### src/hdl/gaps_pkg.sv
`timescale 1ns / 1ps
`default_nettype none

package gaps_pkg;

  // Map geometry. A cell index is {row, column}.
  localparam int MAX_WIDTH  = 64;
  localparam int MAX_HEIGHT = 64;
  localparam int COORD_BITS = 6;
  localparam int CELL_BITS  = 12;
  localparam int NCELLS     = MAX_WIDTH * MAX_HEIGHT;
  localparam int CNT_BITS   = CELL_BITS + 1;
  localparam int COST_BITS  = 24;
  localparam int DIM_BITS   = 7;
  localparam int SCALE_BITS = 8;
  localparam int DIST_BITS  = 7;
  localparam int HEUR_BITS  = DIST_BITS + SCALE_BITS;

  // Request kinds carried on s_tuser.
  localparam logic [1:0] OP_LOAD   = 2'd0;
  localparam logic [1:0] OP_SEARCH = 2'd1;
  localparam logic [1:0] OP_READ   = 2'd2;
  localparam logic [1:0] OP_NOP    = 2'd3;

  // Configuration register indexes.
  localparam logic [1:0] REG_WIDTH    = 2'd0;
  localparam logic [1:0] REG_HEIGHT   = 2'd1;
  localparam logic [1:0] REG_STRAIGHT = 2'd2;
  localparam logic [1:0] REG_DIAG     = 2'd3;

  // Cell status codes.
  localparam logic [1:0] ST_UNSEEN = 2'd0;
  localparam logic [1:0] ST_OPEN   = 2'd1;
  localparam logic [1:0] ST_CLOSED = 2'd2;

  typedef logic [COST_BITS-1:0] cost_t;

  // Saturating cost addition.
  function automatic cost_t sat_add(input cost_t a, input cost_t b);
    logic [COST_BITS:0] s;
    begin
      s = {1'b0, a} + {1'b0, b};
      sat_add = s[COST_BITS] ? {COST_BITS{1'b1}} : s[COST_BITS-1:0];
    end
  endfunction

endpackage

`default_nettype wire

### src/hdl/gaps_heur.sv
`timescale 1ns / 1ps
`default_nettype none

// Registered Manhattan heuristic: (|gx-px| + |gy-py|) * scale.
module gaps_heur
  import gaps_pkg::*;
(
  input  wire                    clk,
  input  wire [COORD_BITS-1:0]   px,
  input  wire [COORD_BITS-1:0]   py,
  input  wire [COORD_BITS-1:0]   gx,
  input  wire [COORD_BITS-1:0]   gy,
  input  wire [SCALE_BITS-1:0]   scale,
  output logic [HEUR_BITS-1:0]   heur
);

  logic [COORD_BITS-1:0] ax;
  logic [COORD_BITS-1:0] ay;
  logic [DIST_BITS-1:0]  man_sum;

  // Distance along each axis, then their sum.
  always_comb begin
    ax      = (gx > px) ? (gx - px) : (px - gx);
    ay      = (gy > py) ? (gy - py) : (py - gy);
    man_sum = {1'b0, ax} + {1'b0, ay};
  end

  always_ff @(posedge clk) begin
    heur <= HEUR_BITS'(man_sum) * HEUR_BITS'(scale);
  end

endmodule

`default_nettype wire

### config.mk
export PLATFORM = sky130hd
export DESIGN_NAME = gaps_heur
export DESIGN_NICKNAME = d
export VERILOG_FILES = /design/src/hdl/gaps_pkg.sv /design/src/hdl/gaps_heur.sv
export SDC_FILE = /design/constraint.sdc
export NUM_CORES = 1
export LEC_CHECK = 0
export BUFFER_PORTS_ARGS = -buffer_cell sky130_fd_sc_hd__buf_2
export CELL_PAD_IN_SITES_DETAIL_PLACEMENT = 0
export CELL_PAD_IN_SITES_GLOBAL_PLACEMENT = 1
export CORE_MARGIN = 1
export CORE_UTILIZATION = 50
export CTS_BUF_LIST = sky130_fd_sc_hd__clkbuf_2
export DETAILED_ROUTE_END_ITERATION = 16
export PLACE_DENSITY = 0.92
export SYNTH_ARGS = -nofsm -noshare
export SYNTH_HDL_FRONTEND = slang
export SYNTH_SLANG_ARGS = --single-unit
### constraint.sdc
create_clock -name clk -period 11.85 [get_ports clk]
set_input_delay 1.7775 -clock clk [delete_from_list [all_inputs] [get_ports clk]]
set_output_delay 1.7775 -clock clk [all_outputs]
set_load 0.1 [all_outputs]
==> results of run 1 <==
## cell type report
| type | instances | share of cell area, % |
|---|---|---|
| well taps | 96 | 3.094 |
| multi-input cells | 315 | 76.02 |
| clock buffers | 4 | 0.5156 |
| flip-flops and latches | 15 | 7.734 |
| inverters | 68 | 6.574 |
| repair buffers | 47 | 6.059 |
## per-layer routing
layer | wire length, um | up-vias
met5 | 0 | -
met4 | 92 | 0
met3 | 109 | 14
met2 | 3545 | 48
met1 | 3236 | 1355
li1 | - | 1450
## logic make-up (layout without fill, tap and decap cells)
family / count (synthesis) / in the layout / synth area share [%]
simple gates: 115 / 115 / 18.14
fa+ha+maj: 95 / 95 / 40.49
buf+inv: 81 / 119 / 8.807
xor+xnor: 20 / 20 / 4.912
flops: 15 / 15 / 8.421
mux: 16 / 16 / 4.561
compound gates: 69 / 69 / 14.67
## worst max-delay path, cell delays in order
cell and delay, ns:
buf_2 0.11, inv_1 0.05, ha_1 0.16, inv_1 0.06, fa_1 0.40, a211oi_1 0.22, o21ai_0 0.14, o211ai_2 0.17
mux2_2 0.41, ha_1 0.29, a21o_1 0.17, a21o_1 0.20, a21oi_2 0.49, mux2i_1 0.15, a311o_1 0.36, fa_1 0.50
fa_1 0.53, fa_1 0.56, inv_1 0.06, fa_1 0.53, inv_1 0.05, ha_1 0.35, nor2_1 0.14, o21ai_0 0.15
a311o_1 0.38, a21oi_2 0.15, xnor2_1 0.12
## worst min-delay path by stage
stage	from	end	slack [ns]	cells past startpoint
final	scale[0]	heur[0]	1.84	2
after global routing	scale[0]	heur[0]	1.82	2
after CTS	scale[0]	heur[0]	1.82	2
after detailed placement	scale[0]	heur[0]	2.16	2
after global placement	scale[0]	heur[0]	2.15	2
after floorplan	scale[0]	heur[0]	1.90	1
## layout by cell type, fill, tap and decap left out, types with 3 or more instances in the layout
master	Yosys	final
clkbuf_2	0	4
o211a_1	3	3
nand2_1	31	31
nor3b_1	7	7
o211ai_2	3	3
dfxtp_1	15	15
xnor2_1	11	11
nor2_1	10	10
a21o_1	8	8
a311o_1	5	5
a211oi_1	4	4
nand2b_1	4	4
a21oi_1	18	18
and2_1	32	32
nand3_1	4	4
o21ai_0	8	8
nand3b_1	8	8
ha_1	61	61
a221oi_1	4	4
a21oi_2	3	3
inv_1	67	67
nand4b_1	4	4
xor2_1	9	9
fa_1	34	34
nor2b_1	7	7
a31oi_1	4	4
mux2i_1	14	14
buf_2	2	47
## metrics by stage
stage	util, %	cell area [sq um]	setup WS (ns)
final	56.83	3882	3.387
after global routing	56.83	3882	2.987
after CTS	56.83	3882	3.403
after detailed placement	56.54	3862	3.089
after global placement	56.54	3862	3.249
after floorplan	-	3566	3.771
==> flow_summary.json, run 1 <==
{
  "post_cts_buffers": 0,
  "num_antenna_cells": 0,
  "critical_path.startpoint": "gx[0]",
  "holdWs_ns": 1.843,
  "cts_tree": "yes",
  "grt-busiest-layer": "met2",
  "multi_input_area_sq_um": 2952,
  "drt-pass1-iter-count": 6,
  "die_x_um": 86.45,
  "grt_use_total_pct": 20.57,
  "initial_utilization_pct": 52.20,
  "setup.worst_path.end": "heur[14]",
  "final_cells": 545,
  "place_inst": 541,
  "maxSlewViolCount": 0,
  "end_kind": "register",
  "cts_resized": 0,
  "io_pins": 48,
  "syn-cell-area_sq_um": 3566,
  "clk_path_buf_depth": 2,
  "syn_to_final_growth_pct": 8.877,
  "grt_use_met1_pct": 27.03,
  "setup_viol": 0,
  "gp_congestion": 0.8861,
  "top_register": "heur",
  "num_vias": 2867,
  "cts_hold_buffers": 0,
  "die_y_um": 86.45,
  "synth_top_area_cell": "ha_1",
  "wirelength_um": 6983,
  "finalCritPeriodShare_pct": 71.42,
  "nets": 578,
  "synth-seq-area-share_pct": 8.421,
  "status": "finished, final reports clean",
  "coreArea_sq_um": 6832,
  "arrival_ns": 8.69,
  "synth_fp_nets": 539,
  "async_flop_share_pct": 0,
  "synth_seq_cells": 15,
  "synth_top_cell_area_share_pct": 21.40,
  "num_rows": 30,
  "wl_per_cell_um": 12.81,
  "vias_per_cell": 5.261,
  "clk_pin_slew_worst_paths_ns": 0.14,
  "htree_num_levels": 1,
  "antenna_left": 0,
  "ys.flop_type": "dfxtp_1",
  "antenna_found_initial": 0,
  "hold_class": "primary input to register",
  "largest_reg_flops": 15,
  "cts.sinks": 15,
  "grt_setup_unrepaired": "false",
  "critPathMaxFanout": 11,
  "finalHoldViolations": 0,
  "synth_edf_count": 0,
  "tns_ns": 0,
  "yosys_warnings": 0,
  "slew_headroom_pct": 52.74,
  "dp_hpwl_um": 5881,
  "root_buffer": "clkbuf_2",
  "grt_pass1_wl_um": 12520,
  "syn_inst": 411,
  "cts_made_buffers": 3,
  "grt_max_degree": 26,
  "register_area_sq_um": 300.3,
  "layout-drive-gt1-share_pct": 14.03,
  "dieArea_sq_um": 7474,
  "worstSetupStartpointType": "primary input",
  "max_cap_violations": 0,
  "post-route-drc-count": 0,
  "drtIter0Drc": 150,
  "fillers": 655,
  "synthTopCellsByArea": "ha_1 (21%), fa_1 (19%), dfxtp_1 (8.4%), inv_1 (7.1%), and2_1 (5.6%)",
  "fmax_mhz": 118.2,
  "yosysUniqueCellTypes": 46,
  "critical_path_required_ns": 12.08,
  "syn_area_per_cell_sq_um": 8.676,
  "synth.most_common_cell": "inv_1",
  "worst_pin_slew_ns": 0.7089,
  "synth_commonest_cells": "inv_1 (67), ha_1 (61), fa_1 (34)",
  "crit_type": "primary input to register",
  "reg_top3": "heur: 15 flops",
  "period_needed_ns": 8.463,
  "grt_pass1_vias": 2842,
  "met3_usage_pct": 0.6667,
  "use_met2_pct": 37.30,
  "grt-ovfl-total": 0,
  "port_buffers": 47
}
Power of run 1 is left out: the tool's default activity adds up to more than one toggle a clock period on the data nets, which glitch-free logic cannot reach.
==> inputs of run 2 (changes only) <==
--- a/config.mk
+++ b/config.mk
@@ -9,10 +9,10 @@
 export CELL_PAD_IN_SITES_DETAIL_PLACEMENT = 0
 export CELL_PAD_IN_SITES_GLOBAL_PLACEMENT = 1
 export CORE_MARGIN = 1
-export CORE_UTILIZATION = 50
+export CORE_UTILIZATION = 46
 export CTS_BUF_LIST = sky130_fd_sc_hd__clkbuf_2
 export DETAILED_ROUTE_END_ITERATION = 16
-export PLACE_DENSITY = 0.92
+export PLACE_DENSITY = 0.86
 export SYNTH_ARGS = -nofsm -noshare
 export SYNTH_HDL_FRONTEND = slang
 export SYNTH_SLANG_ARGS = --single-unit
==> constraint.sdc (replaced) <==
create_clock -name clk -period 8.1 [get_ports clk]
set_input_delay 1.215 -clock clk [delete_from_list [all_inputs] [get_ports clk]]
set_output_delay 1.215 -clock clk [all_outputs]
set_load 0.1 [all_outputs]
==> run 2 against run 1 <==
Effect of this change:
- die area grew 8.5%
- flip-flop and latch count stayed put
- non-clock buffer count grew 6
- sequential share of layout area down 0.096 points
- first-iteration DRC count down 39%
- clock-buffer cell count unchanged
==> flow_summary.json, run 2 (synthesis results as in run 1) <==
{
  "htree_num_levels": 1,
  "vias_per_cell": 5.215,
  "fillers": 724,
  "post_cts_buffers": 0,
  "largest_reg_flops": 15,
  "antenna_found_initial": 0,
  "setup_viol": 0,
  "grt-ovfl-total": 0,
  "layout-drive-gt1-share_pct": 15.16,
  "reg_top3": "heur: 15 flops",
  "multi_input_area_sq_um": 2952,
  "cts_resized": 0,
  "nets": 584,
  "status": "finished, final reports clean",
  "final_common_cell": "inv_1",
  "crit_type": "primary input to register",
  "maxSlewViolCount": 0,
  "coreArea_sq_um": 7370,
  "io_pins": 48,
  "dieArea_sq_um": 8108,
  "grt_pass1_vias": 2934,
  "slew_headroom_pct": 56.51,
  "drtIter0Drc": 91,
  "port_buffers": 47,
  "drt-pass1-iter-count": 4,
  "fmax_mhz": 130.5,
  "die_y_um": 90.05,
  "grt_use_total_pct": 18.92,
  "worstSetupStartpointType": "primary input",
  "top_register": "heur",
  "clk_pin_slew_worst_paths_ns": 0.17,
  "finalCritPeriodShare_pct": 94.62,
  "grt_max_degree": 20,
  "grt_pass1_wl_um": 13080,
  "num_vias": 2889,
  "pre_cts_ws_ns": 0.1276,
  "dp_hpwl_um": 6059,
  "clk_path_buf_depth": 2,
  "cts_made_buffers": 3,
  "wl_per_cell_um": 12.99,
  "end_kind": "register",
  "final_cell_mix": "inv_1 (67), ha_1 (61), buf_2 (47), fa_1 (34), and2_1 (32)",
  "wirelength_um": 7198,
  "final_cell_area_sq_um": 3931,
  "num_antenna_cells": 0,
  "critPathMaxFanout": 6,
  "fin_ws_ns": 0.4358,
  "post_dp_cell_area_sq_um": 3911,
  "cts.sinks": 15,
  "initial_utilization_pct": 48.39,
  "max_cap_violations": 0,
  "cts_hold_buffers": 0,
  "gp_congestion": 0.8228,
  "finalHoldViolations": 0,
  "antenna_left": 0,
  "tns_ns": 0,
  "hold_class": "primary input to register",
  "critical_path_required_ns": 8.35,
  "die_x_um": 90.05,
  "root_buffer": "clkbuf_2",
  "register_area_sq_um": 300.3,
  "worst_pin_slew_ns": 0.6477,
  "grt_setup_unrepaired": "false",
  "post-route-drc-count": 0,
  "arrival_ns": 7.91,
  "num_rows": 31,
  "syn_to_final_growth_pct": 10.25,
  "postLayoutCoreUtil_pct": 53.34,
  "cts_tree": "yes",
  "period_needed_ns": 7.664
}
==> run 2: layer usage <==
metal	global-route usage, %	part of all wire (%)	vias up
met4	3.360	0.46	0
met2	30.92	46	53
li1	-	-	1470
met5	0	0	-
met3	1.607	2.9	4
met1	27.44	51	1362
==> run 2: path summary, 6_finish.rpt <==
check | from | end | slack [ns] | cells past startpoint
setup / recovery | gx[0] | heur[14] | 0.44 | 28
hold / removal | scale[0] | heur[0] | 1.25 | 2
==> run 2: final cells by class <==
cell class | count | share of cell area (%)
multi-input combinational | 315 | 75.08
timing repair buffer | 53 | 7.129
clock buffer | 4 | 0.5092
sequential | 15 | 7.638
tap | 99 | 3.151
inverter | 68 | 6.493
==> run 2: critical path: stages <==
cell and delay [ns]:
buf_2 0.11, inv_1 0.05, ha_1 0.16, inv_1 0.06
fa_1 0.40, a211oi_1 0.21, o21ai_0 0.15, o211ai_2 0.17
mux2_2 0.42, fa_1 0.46, a21o_1 0.20, a21oi_1 0.23
o21bai_1 0.10, a21oi_1 0.29, buf_4 0.20, nor2b_1 0.06
fa_1 0.54, inv_1 0.06, fa_1 0.51, fa_1 0.55
inv_1 0.04, ha_1 0.28, ha_1 0.40, a2111oi_4 0.32
o211ai_2 0.16, a311o_1 0.31, a21oi_2 0.15, xnor2_1 0.12
==> run 2: metrics by stage <==
step,cells,hold WS [ns]
final,554,1.253
after global routing,554,1.242
after CTS,554,1.232
after detailed placement,550,1.569
after global placement,550,1.563
after floorplan,411,1.337
Power of run 2 is left out for the same reason.
